## src/hdl/eeb_pkg.sv

```systemverilog
// Shared definitions for the extended Euclid block.
// Used by eeb_ctrl, eeb_dpath and extended_euclid_bezout_top; depends on nothing.
package eeb_pkg;

    localparam int WIDTH_DEF = 32;

    // Commands from the controller to the datapath.
    typedef struct packed {
        logic load;
        logic div_init;
        logic div_step;
        logic update;
        logic capture;
    } eeb_cmd_t;

    // Status from the datapath to the controller.
    typedef struct packed {
        logic r1_zero;
    } eeb_sts_t;

endpackage

```

## src/hdl/eeb_ctrl.sv

```systemverilog
// Controller state machine for the extended Euclid block.
// Depends on eeb_pkg for the command and status structs.
module eeb_ctrl
    import eeb_pkg::*;
#(
    parameter int WIDTH = WIDTH_DEF
)
(
    input  logic     clk,
    input  logic     rst_n,
    input  logic     in_valid,
    output logic     in_stall,
    output logic     out_valid,
    input  logic     out_stall,
    output eeb_cmd_t cmd,
    input  eeb_sts_t sts
);

    localparam logic [2:0] S_IDLE = 3'd0;
    localparam logic [2:0] S_TEST = 3'd1;
    localparam logic [2:0] S_DIV  = 3'd2;
    localparam logic [2:0] S_UPD  = 3'd3;
    localparam logic [2:0] S_DONE = 3'd4;

    localparam int CNT_W = $clog2(WIDTH);
    localparam logic [CNT_W-1:0] CNT_LAST = CNT_W'(WIDTH - 1);

    logic [2:0]       state_reg, state_next;
    logic [CNT_W-1:0] cnt_reg, cnt_next;
    logic             out_valid_reg, out_valid_next;

    always_comb
    begin
        state_next     = state_reg;
        cnt_next       = cnt_reg;
        out_valid_next = out_valid_reg && out_stall;
        cmd            = '0;
        unique case (state_reg)
            S_IDLE:
            begin
                if (in_valid)
                begin
                    cmd.load   = 1'b1;
                    state_next = S_TEST;
                end
            end
            S_TEST:
            begin
                if (sts.r1_zero)
                begin
                    state_next = S_DONE;
                end
                else
                begin
                    cmd.div_init = 1'b1;
                    cnt_next     = '0;
                    state_next   = S_DIV;
                end
            end
            S_DIV:
            begin
                cmd.div_step = 1'b1;
                cnt_next     = cnt_reg + 1'b1;
                if (cnt_reg == CNT_LAST)
                begin
                    state_next = S_UPD;
                end
            end
            S_UPD:
            begin
                cmd.update = 1'b1;
                state_next = S_TEST;
            end
            S_DONE:
            begin
                // The result register is free, or is being emptied at this edge.
                if (!out_valid_reg || !out_stall)
                begin
                    cmd.capture    = 1'b1;
                    out_valid_next = 1'b1;
                    state_next     = S_IDLE;
                end
            end
            default:
            begin
                state_next = S_IDLE;
            end
        endcase
    end

    always_ff @(posedge clk or negedge rst_n)
    begin
        if (!rst_n)
        begin
            state_reg     <= S_IDLE;
            cnt_reg       <= '0;
            out_valid_reg <= 1'b0;
        end
        else
        begin
            state_reg     <= state_next;
            cnt_reg       <= cnt_next;
            out_valid_reg <= out_valid_next;
        end
    end

    assign in_stall  = (state_reg != S_IDLE);
    assign out_valid = out_valid_reg;

`ifndef ASSERT_OFF
    a_capture_free: assert property (@(posedge clk) disable iff (!rst_n)
        cmd.capture |-> (!out_valid_reg || !out_stall))
        else $error("result captured over an untaken result");

    a_accept_test: assert property (@(posedge clk) disable iff (!rst_n)
        (in_valid && !in_stall) |=> (state_reg == S_TEST))
        else $error("accepted request did not start the remainder test");

    a_full_divide: assert property (@(posedge clk) disable iff (!rst_n)
        (state_reg == S_UPD) |-> ($past(cnt_reg) == CNT_LAST))
        else $error("update reached before all quotient bits were formed");

    a_out_held: assert property (@(posedge clk) disable iff (!rst_n)
        $fell(out_valid_reg) |-> $past(!out_stall))
        else $error("result withdrawn while stalled");
`endif

endmodule

```

## src/hdl/eeb_dpath.sv

```systemverilog
// Datapath for the extended Euclid block: remainders, coefficients,
// a restoring divider with shift-add coefficient products. Depends on eeb_pkg.
module eeb_dpath
    import eeb_pkg::*;
#(
    parameter int WIDTH = WIDTH_DEF
)
(
    input  logic                    clk,
    input  logic                    rst_n,
    input  eeb_cmd_t                cmd,
    output eeb_sts_t                sts,
    input  logic signed [WIDTH-1:0] first_operand,
    input  logic signed [WIDTH-1:0] second_operand,
    output logic        [WIDTH-1:0] divisor_value,
    output logic signed [WIDTH:0]   coef_first,
    output logic signed [WIDTH:0]   coef_second
);

    localparam int CW = WIDTH + 1;

    logic [WIDTH-1:0] r0_reg, r1_reg;
    logic [CW-1:0]    s0_reg, s1_reg, t0_reg, t1_reg;
    logic [WIDTH-1:0] rem_reg, qd_reg, dvs_reg;
    logic [CW-1:0]    acc_s_reg, acc_t_reg;
    logic [WIDTH-1:0] g_reg;
    logic [CW-1:0]    x_reg, y_reg;

    logic [WIDTH-1:0] r0_mag, r1_mag, r2;
    logic [WIDTH:0]   shifted, trial;
    logic             qbit, neg_q;
    logic [CW-1:0]    s2, t2;

    assign r0_mag = r0_reg[WIDTH-1] ? (~r0_reg + WIDTH'(1)) : r0_reg;
    assign r1_mag = r1_reg[WIDTH-1] ? (~r1_reg + WIDTH'(1)) : r1_reg;

    // One restoring step: bring down the next dividend bit and try the divisor.
    assign shifted = {rem_reg, qd_reg[WIDTH-1]};
    assign trial   = shifted - {1'b0, dvs_reg};
    assign qbit    = !trial[WIDTH];

    // Remainder takes the dividend's sign; the quotient's sign picks add or
    // subtract of the accumulated product. Coefficients work modulo 2^CW,
    // which is exact as every true value fits.
    assign neg_q = r0_reg[WIDTH-1] ^ r1_reg[WIDTH-1];
    assign r2    = r0_reg[WIDTH-1] ? (~rem_reg + WIDTH'(1)) : rem_reg;
    assign s2    = neg_q ? (s0_reg + acc_s_reg) : (s0_reg - acc_s_reg);
    assign t2    = neg_q ? (t0_reg + acc_t_reg) : (t0_reg - acc_t_reg);

    always_ff @(posedge clk)
    begin
        if (cmd.load)
        begin
            r0_reg <= first_operand;
            r1_reg <= second_operand;
            s0_reg <= CW'(1);
            s1_reg <= '0;
            t0_reg <= '0;
            t1_reg <= CW'(1);
        end
        else if (cmd.update)
        begin
            r0_reg <= r1_reg;
            r1_reg <= r2;
            s0_reg <= s1_reg;
            s1_reg <= s2;
            t0_reg <= t1_reg;
            t1_reg <= t2;
        end

        if (cmd.div_init)
        begin
            rem_reg   <= '0;
            qd_reg    <= r0_mag;
            dvs_reg   <= r1_mag;
            acc_s_reg <= '0;
            acc_t_reg <= '0;
        end
        else if (cmd.div_step)
        begin
            rem_reg   <= qbit ? trial[WIDTH-1:0] : shifted[WIDTH-1:0];
            qd_reg    <= {qd_reg[WIDTH-2:0], qbit};
            acc_s_reg <= {acc_s_reg[CW-2:0], 1'b0} + (qbit ? s1_reg : '0);
            acc_t_reg <= {acc_t_reg[CW-2:0], 1'b0} + (qbit ? t1_reg : '0);
        end

        if (cmd.capture)
        begin
            g_reg <= r0_mag;
            x_reg <= r0_reg[WIDTH-1] ? (CW'(0) - s0_reg) : s0_reg;
            y_reg <= r0_reg[WIDTH-1] ? (CW'(0) - t0_reg) : t0_reg;
        end
    end

    assign sts.r1_zero  = (r1_reg == '0);
    assign divisor_value = g_reg;
    assign coef_first    = x_reg;
    assign coef_second   = y_reg;

`ifndef ASSERT_OFF
    a_rem_bound: assert property (@(posedge clk) disable iff (!rst_n)
        cmd.div_step |=> (rem_reg < dvs_reg))
        else $error("partial remainder not below divisor");

    a_nonzero_divisor: assert property (@(posedge clk) disable iff (!rst_n)
        cmd.div_init |-> !sts.r1_zero)
        else $error("division started with a zero divisor");

    a_cmd_exclusive: assert property (@(posedge clk) disable iff (!rst_n)
        $onehot0({cmd.load, cmd.div_init, cmd.div_step, cmd.update, cmd.capture}))
        else $error("conflicting datapath commands");
`endif

endmodule

```

## src/hdl/extended_euclid_bezout_top.sv

```systemverilog
// Extended Euclid block: returns g = |gcd(A,B)| and x, y with A*x + B*y = g, using
// truncating division. A request is taken only while the block is idle; it then
// runs the remainder sequence, each Euclid iteration being one zero test, WIDTH
// steps of a restoring divider that yields one quotient bit per cycle, and one
// coefficient update; a final zero test follows, then the result register is
// loaded once it is free. For 32-bit operands there are at most about 46
// iterations. A finished result waits in its own register, so the next request
// may be accepted before the result is taken.
// Depends on eeb_pkg, eeb_ctrl and eeb_dpath.
module extended_euclid_bezout_top
    import eeb_pkg::*;
#(
    parameter int WIDTH = WIDTH_DEF
)
(
    input  logic                    clk,
    input  logic                    rst_n,
    input  logic                    in_valid,
    output logic                    in_stall,
    input  logic signed [WIDTH-1:0] first_operand,
    input  logic signed [WIDTH-1:0] second_operand,
    output logic                    out_valid,
    input  logic                    out_stall,
    output logic        [WIDTH-1:0] divisor_value,
    output logic signed [WIDTH:0]   coef_first,
    output logic signed [WIDTH:0]   coef_second
);

    eeb_cmd_t cmd;
    eeb_sts_t sts;

    eeb_ctrl #(
        .WIDTH (WIDTH)
    ) u_ctrl (
        .clk       (clk),
        .rst_n     (rst_n),
        .in_valid  (in_valid),
        .in_stall  (in_stall),
        .out_valid (out_valid),
        .out_stall (out_stall),
        .cmd       (cmd),
        .sts       (sts)
    );

    eeb_dpath #(
        .WIDTH (WIDTH)
    ) u_dpath (
        .clk            (clk),
        .rst_n          (rst_n),
        .cmd            (cmd),
        .sts            (sts),
        .first_operand  (first_operand),
        .second_operand (second_operand),
        .divisor_value  (divisor_value),
        .coef_first     (coef_first),
        .coef_second    (coef_second)
    );

endmodule
```

## config.mk

```make
export PLATFORM = sky130hd
export DESIGN_NAME = extended_euclid_bezout_top
export DESIGN_NICKNAME = d
export VERILOG_FILES = /design/src/hdl/eeb_pkg.sv /design/src/hdl/eeb_ctrl.sv /design/src/hdl/eeb_dpath.sv /design/src/hdl/extended_euclid_bezout_top.sv
export SDC_FILE = /design/constraint.sdc
export NUM_CORES = 1
export LEC_CHECK = 0
export ABC_AREA = 1
export BUFFER_PORTS_ARGS = -buffer_cell sky130_fd_sc_hd__buf_2
export CAP_MARGIN = 10
export CORE_MARGIN = 2
export CORE_UTILIZATION = 44
export DETAILED_ROUTE_END_ITERATION = 10
export PLACE_DENSITY = 0.66
export SLEW_MARGIN = 10
export SYNTH_ARGS = -nofsm -noshare
export SYNTH_HDL_FRONTEND = slang
export SYNTH_SLANG_ARGS = --single-unit
```

## constraint.sdc

```tcl
create_clock -name clk -period 10 [get_ports clk]
set_input_delay 0.5 -clock clk [delete_from_list [all_inputs] [get_ports clk]]
set_output_delay 0.5 -clock clk [all_outputs]
set_load 0.02 [all_outputs]
```

==> results.json, run 1 <==
{
  "tightest_slew_ns": 1.08,
  "synthAdderAreaFrac": 0.0692,
  "die-area_um2": 74000,
  "grt_max_degree": 161,
  "multi_input_area_um2": 17300,
  "area_growth_pct": 11.3,
  "endpoint": "u_dpath.acc_s_reg[30]$_SDFFE_PP0P_",
  "mappedNetlistArea_um2": 31600,
  "cts-htree-levels": 2,
  "r2r_slack_ns": 5.11,
  "max_freq_mhz": 204,
  "critPathMaxFanout": 87,
  "cts_setup_buffers": 0,
  "synth-edff-count": 226,
  "ys_seq_area_frac": 0.367,
  "clk_pin_slew_ns": 0.06,
  "ys_ff_latch": 465,
  "cts_resized": 0,
  "viasPerCell": 5.36,
  "layout_min_cycle_time_ns": 4.89,
  "die_w_um": 272,
  "ios": 168,
  "critPathLaunchType": "flop",
  "slowest_delay_ns": 0.74,
  "synth_ff_type": "dfxtp_1",
  "drive_gt1_frac": 0.0826,
  "timing_hold_violations_final": 0,
  "finalSetupViolations": 0,
  "grt-busiest-layer": "met2",
  "synth_area_leaders": "edfxtp_1 (21%), dfxtp_1 (15%), nand2_1 (11%)",
  "critical_path_class": "flop to flop",
  "status": "finished clean",
  "nFillCells": 7167,
  "dp_slack_ns": 5.12,
  "antenna_found_initial": 4,
  "clk_latency_ns": 0.66,
  "synth_top_family_by_area": "simple AND/OR/NAND/NOR gates",
  "die_h_um": 272,
  "synth_warnings": 0,
  "reg2reg_to": "u_dpath.acc_s_reg[30]$_SDFFE_PP0P_",
  "setup_slack_ns": 5.11,
  "first_pass_iters": 5,
  "synth_compound_area_frac": 0.165,
  "cts_root_buf": "clkbuf_16",
  "cts.sinks": 465,
  "rows": 98,
  "fin_hold_ws_ns": 0.123,
  "final.setup.tns_ns": 0,
  "tritoncts": "built",
  "hold_buffers": 1,
  "reg2regPathDepth": 26,
  "synthMuxAreaShare": 0,
  "drc_errors": 0,
  "routed_wl_um": 95900,
  "track_usage": 0.253,
  "synth_top_area_frac": 0.215,
  "place_congestion": 0.980,
  "crit_start": "u_dpath.dvs_reg[0]$_DFFE_PP_",
  "drt-initial-drc-count": 2337,
  "post-route-period-util": 0.489,
  "fin_skew_ns": 0.0355,
  "syn_inst": 4339,
  "synth_async_sr_flop_share": 0.0194,
  "core_area_um2": 71400,
  "place_hpwl_um": 71900,
  "synth_xor_xnor_area_share": 0.0717,
  "final_nets": 4698,
  "ant_nets": 0,
  "avgSynthCellArea_um2": 7.29,
  "routedWlPerCell_um": 17.6,
  "num_vias": 29200,
  "regArea_um2": 11600,
  "cts_buffer_depth": 3,
  "yosysUniqueCellTypes": 59,
  "io_buffers": 167,
  "slew_violations": 0,
  "met2_usage": 0.404,
  "yosys.area_share.simple": 0.238,
  "yosysTopAreaCell": "edfxtp_1",
  "numCtsBuffers": 55,
  "syn_nets": 4579,
  "grt.overflow.total": 0,
  "cpMostUsedCell": "nand2_1",
  "rr_startpoint": "u_dpath.dvs_reg[0]$_DFFE_PP_",
  "start_util": 0.443,
  "grt_pass1_vias": 27300,
  "cp_slowest_cell": "nand2_4",
  "cp.arrival_ns": 5.39,
  "end_kind": "flop",
  "rsz0062_at_grt": "no",
  "slew_headroom": 0.281,
  "globalRouteMet1Util": 0.354,
  "met3_usage": 0.0386,
  "min_path_type": "input pin to flop",
  "grt_pass1_wl_um": 150000,
  "maxCapViolations": 0,
  "required_ns": 10.50
}
worst min path at each step:
stage / from / end / depth (start not counted)
after detailed placement: rst_n / u_ctrl.out_valid$_DFF_PN0_ / 1
final: first_operand[29] / u_dpath.r0_reg[29]$_DFFE_PP_ / 3
after global placement: rst_n / u_ctrl.out_valid$_DFF_PN0_ / 1
after CTS: first_operand[29] / u_dpath.r0_reg[29]$_DFFE_PP_ / 3
after global routing: first_operand[26] / u_dpath.r0_reg[26]$_DFFE_PP_ / 3
after floorplan: rst_n / u_ctrl.cnt_reg[0]$_DFFE_PN0P_ / 0
synthesized netlist by cell type (4+ instances only):
library cell  number
o21bai_1          29
nand3b_1           8
nor4_1            23
nand4_1           48
a21boi_0          14
a21oi_2            4
edfxtp_1         226
buf_4              4
o21a_1             8
a31oi_1           24
buf_1             12
a21oi_1          340
buf_6              9
nand3_1          201
or2_2             17
nor2_1           452
o22ai_1           12
dfxtp_1          230
inv_2             11
nor3_1            66
xor2_1           199
o21ai_1           54
o21ai_0          335
o31ai_1           10
nand2_2           14
o21ai_2            6
inv_1            580
xnor2_1           60
nor2_2            12
nor3_2            11
buf_2             18
fa_1               5
dfrtp_1            9
or2_1              4
ha_1             167
clkbuf_1          80
nand2_1          919
o211ai_1          63
a21o_1            24
per-layer routing:
layer | wire length (um) | vias to the layer above
met2 | 42700 | 905
met3 | 6200 | 143
met5 | 28 | -
met1 | 44400 | 13500
li1 | - | 14600
met4 | 2630 | 4
cell families after synthesis:
logic type,after synthesis
AO/OA/AOI/OAI,939
flip-flops,465
XOR/XNOR,259
AND/OR/NAND/NOR,1790
buffers and inverters,714
adder cells (fa/ha/maj),172
worst max-delay path, delay by kind of cell (launching register included):
kind / cells / cell delay (ns)
AOI/OAI and AO/OA: 3 / 0.63
adders and majority gates: 3 / 0.95
buffers and inverters: 1 / 0.09
DFF: 1 / 0.37
and+or+nand+nor: 19 / 2.66
cell usage in the layout (no fill, tap or decap), types with 6 or more instances in the layout:
cell type,synthesis,final
a21boi_0,14,14
a21o_1,24,24
a21oi_1,340,339
a31oi_1,24,24
buf_2,18,167
buf_4,4,16
bufinv_16,0,8
clkbuf_16,0,55
clkinv_1,0,10
clkinv_2,0,15
dfrtp_1,9,9
dfxtp_1,230,230
edfxtp_1,226,226
ha_1,167,167
inv_1,580,579
inv_2,11,11
nand2_1,919,917
nand2_2,14,15
nand3_1,201,199
nand3b_1,8,8
nand4_1,48,48
nor2_1,452,452
nor2_2,12,12
nor3_1,66,65
nor3_2,11,12
nor4_1,23,23
o211ai_1,63,63
o21a_1,8,8
o21ai_0,335,335
o21ai_1,54,54
o21ai_2,6,6
o21bai_1,29,29
o22ai_1,12,12
o31ai_1,10,10
or2_2,17,17
xnor2_1,60,60
xor2_1,199,199
metrics by stage:
stage | utilization | area [um2] | instances
global placement | 0.466 | 33300 | 5350
floorplan | - | 31600 | 4339
global route | 0.493 | 35200 | 5454
CTS | 0.493 | 35200 | 5454
finish | 0.493 | 35200 | 5456
detailed placement | 0.466 | 33300 | 5350
area by class of cell:
class / instances / area share
clock buffer: 58 / 0.0397
antenna: 2 / 0.000142
timing repair buffer: 185 / 0.0280
tap: 950 / 0.0338
clock inverter: 45 / 0.0144
multi-input combinational: 3160 / 0.491
inverter: 591 / 0.0631
sequential: 465 / 0.330
Power of run 1 is left out: the tool's default activity adds up to more than one toggle a clock period on the data nets, which glitch-free logic cannot reach.
==> inputs of run 2 (changes only) <==
Settings changed: ABC_AREA 1 to 0.
Clock period 10 ns to 4.8 ns, I/O delays scaled along.
==> run 2 against run 1 <==
- largest cell class unchanged
- global-route usage fell by 2.3 points
- flip-flop and latch count did not move
- hold slack got worse by 0.074 ns
- area after synthesis fell by 8.1%
==> results.json, run 2 <==
{
  "cp.arrival_ns": 5.28,
  "cts-htree-levels": 2,
  "required_ns": 5.31,
  "ys_ff_latch": 465,
  "ir_worst_vdd_uv": 233,
  "critPathLaunchType": "flop",
  "yosysUniqueCellTypes": 78,
  "regArea_um2": 11600,
  "clk_latency_ns": 0.61,
  "cp_slowest_cell": "o41a_1",
  "status": "finished clean",
  "grt_pass1_vias": 23900,
  "grt_max_degree": 199,
  "critical_path.cell_chain": "inv_2 -> ha_4 -> fa_2 -> nand2b_4 -> a21oi_4 -> o41a_1 -> a21bo_2 -> a31oi_4 -> xnor2_4 -> buf_12 -> clkbuf_16 -> and2_1 -> ha_1 -> and4_4 -> a21boi_1 -> o211ai_1 -> o41ai_2 -> buf_4 -> o221ai_4 -> a21oi_4 -> o21a_1 -> or3_1 -> a32o_1",
  "synth_area_leaders": "edfxtp_1 (23%), dfxtp_1 (16%), nand2_1 (8.4%)",
  "place_hpwl_um": 57200,
  "slew_headroom": 0.377,
  "synth_async_sr_flop_share": 0.0194,
  "drive_gt1_frac": 0.165,
  "drc_errors": 0,
  "place_congestion": 0.887,
  "routedWlPerCell_um": 17.6,
  "synth-edff-count": 226,
  "fin_hold_ws_ns": 0.0488,
  "finalSetupViolations": 0,
  "final_common_cell": "nand2_1",
  "drt-initial-drc-count": 1856,
  "track_usage": 0.230,
  "multi_input_area_um2": 17400,
  "grt_pass1_wl_um": 127000,
  "layout_min_cycle_time_ns": 4.77,
  "p_per_area_nw_per_um2": 350,
  "post-route-period-util": 0.995,
  "synth_top_area_frac": 0.234,
  "rsz0062_at_grt": "yes",
  "slowest_delay_ns": 0.41,
  "cts_buffer_depth": 3,
  "avgSynthCellArea_um2": 8.62,
  "core_area_um2": 65600,
  "yosysTopAreaCell": "edfxtp_1",
  "wl_met1_um": 35300,
  "leakagePower_nw": 15.1,
  "first_pass_iters": 6,
  "synthTopCellsByCount": "nand2_1 (648), a21oi_1 (295), o21ai_0 (273)",
  "ios": 168,
  "tightest_slew_ns": 0.935,
  "synth_ff_type": "dfxtp_1",
  "fin_skew_ns": 0.0201,
  "ys_seq_area_frac": 0.400,
  "viasPerCell": 5.54,
  "num_vias": 25700,
  "rows": 94,
  "utilization": 0.542,
  "slew_violations": 0,
  "mappedNetlistArea_um2": 29100,
  "grt.overflow.total": 0,
  "final_nets": 3970,
  "antenna_found_initial": 5,
  "end_kind": "flop",
  "timing_hold_violations_final": 0,
  "critical_path_class": "flop to flop",
  "critPathMaxFanout": 5,
  "ant_nets": 0,
  "nFillCells": 5989,
  "cts.sinks": 465,
  "maxCapViolations": 0,
  "syn_inst": 3370,
  "min_path_type": "input pin to flop",
  "routed_wl_um": 81600,
  "syn_nets": 3610,
  "die_h_um": 261,
  "max_freq_mhz": 209,
  "die-area_um2": 68100,
  "synth_warnings": 0,
  "start_util": 0.443,
  "cpMostUsedCell": "a21oi_4",
  "yosysMostFrequentCell": "nand2_1",
  "numCtsBuffers": 54,
  "cts_root_buf": "clkbuf_16",
  "area_growth_pct": 22.4,
  "tritoncts": "built",
  "wl_met2_um": 39200,
  "io_buffers": 167,
  "final_cell_mix": "nand2_1 (644), a21oi_1 (277), o21ai_0 (254)",
  "die_w_um": 261,
  "top_layer": "met5",
  "routed-wl-met3_um": 4180,
  "clk_pin_slew_ns": 0.07
}
## run 2: cell count changes in the layout (fill, tap and decap cells not counted), moves of 81 or more
cell and delta:
buf_4 +192, inv_1 -494, nand2_1 -273, nand3_1 -142, nor2_1 -286, o21ai_0 -81, xnor2_1 +160, xor2_1 -90
## run 2: per-layer routing
metal,up-vias,GRT usage
met5,-,0
met4,6,0.0838
met3,178,0.0359
met2,650,0.389
met1,12100,0.299
li1,12800,-
## run 2: critical path, delay by kind of cell, from the launching register on
family	cells	cell delay, ns
AND/OR/NAND/NOR	4	0.81
flip-flops	1	0.40
adder cells (fa/ha/maj)	3	0.61
XOR/XNOR	1	0.17
buffers and inverters	4	0.54
AO/OA/AOI/OAI	11	2.13
## run 2: per-stage QoR
stage	total power, mW	area [um2]	cells	setup slack [ns]	TNS, ns
2_1_floorplan	6.97	29100	3370	0.00473	0
3_3_place_gp	7.80	32000	4454	-0.0830	-0.307
3_5_place_dp	7.84	32000	4454	-0.246	-2.64
4_1_cts	12.5	34700	4619	0.0142	0
5_1_grt	13.1	35600	4640	-0.180	-1.77
6_report	12.4	35600	4640	0.0254	0
## run 2: final timing paths
path                                                      from                                  to  slack, ns  cells after the start
worst max-delay path              u_dpath.qd_reg[31]$_DFFE_PP_  u_dpath.acc_t_reg[30]$_SDFFE_PP0P_       0.03                     23
worst min-delay path                        second_operand[28]        u_dpath.r1_reg[28]$_DFFE_PP_       0.05                      3
worst max register to register    u_dpath.qd_reg[31]$_DFFE_PP_  u_dpath.acc_t_reg[30]$_SDFFE_PP0P_       0.03                     23
worst min register to register  u_dpath.t1_reg[0]$_SDFFE_PP1P_      u_dpath.t0_reg[0]$_SDFFE_PP0P_       0.46                      2
max in group asynchronous                                rst_n       u_ctrl.cnt_reg[3]$_DFFE_PN0P_       3.34                      4
min in group asynchronous                                rst_n     u_ctrl.state_reg[1]$_DFFE_PN0P_       0.50                      3
## run 2: cells by family after synthesis
logic type | after synthesis | share of synthesized area
multiplexers | 18 | 0.00650
XOR/XNOR | 333 | 0.100
flip-flops | 465 | 0.400
adder cells (fa/ha/maj) | 172 | 0.0753
AO/OA/AOI/OAI | 916 | 0.194
AND/OR/NAND/NOR | 1232 | 0.194
buffers and inverters | 234 | 0.0303
## run 2: final cells by class
type	count	share of cell area
Timing Repair Buffer	450	0.0907
Inverter	88	0.00932
Clock buffer	64	0.0399
Antenna cell	1	0.0000703
Sequential cell	465	0.326
Tap cell	864	0.0304
Multi-Input combinational cell	2671	0.488
Clock inverter	37	0.0152
## run 2: repair_timing
item | CTS | global route
endpoints found under the hold margin | 69 | 0
hold buffers | 63 | 0
pin swaps | 1 | 51
gates resized for setup | 7 | 146
buffers inserted | 1 | 17
gates cloned | 0 | 3
endpoints found under the setup margin | 26 | 52
## run 2: report_power, final
group          leakage [nW]  total (mW)  switching (mW)  internal (mW)
registers              4.11        5.52           0.678           4.84
clock network         0.945        4.57            1.75           2.82
logic                  10.1        2.36            1.20           1.16
total                  15.1        12.4            3.63           8.82
Power figures use the tool's default switching activity.
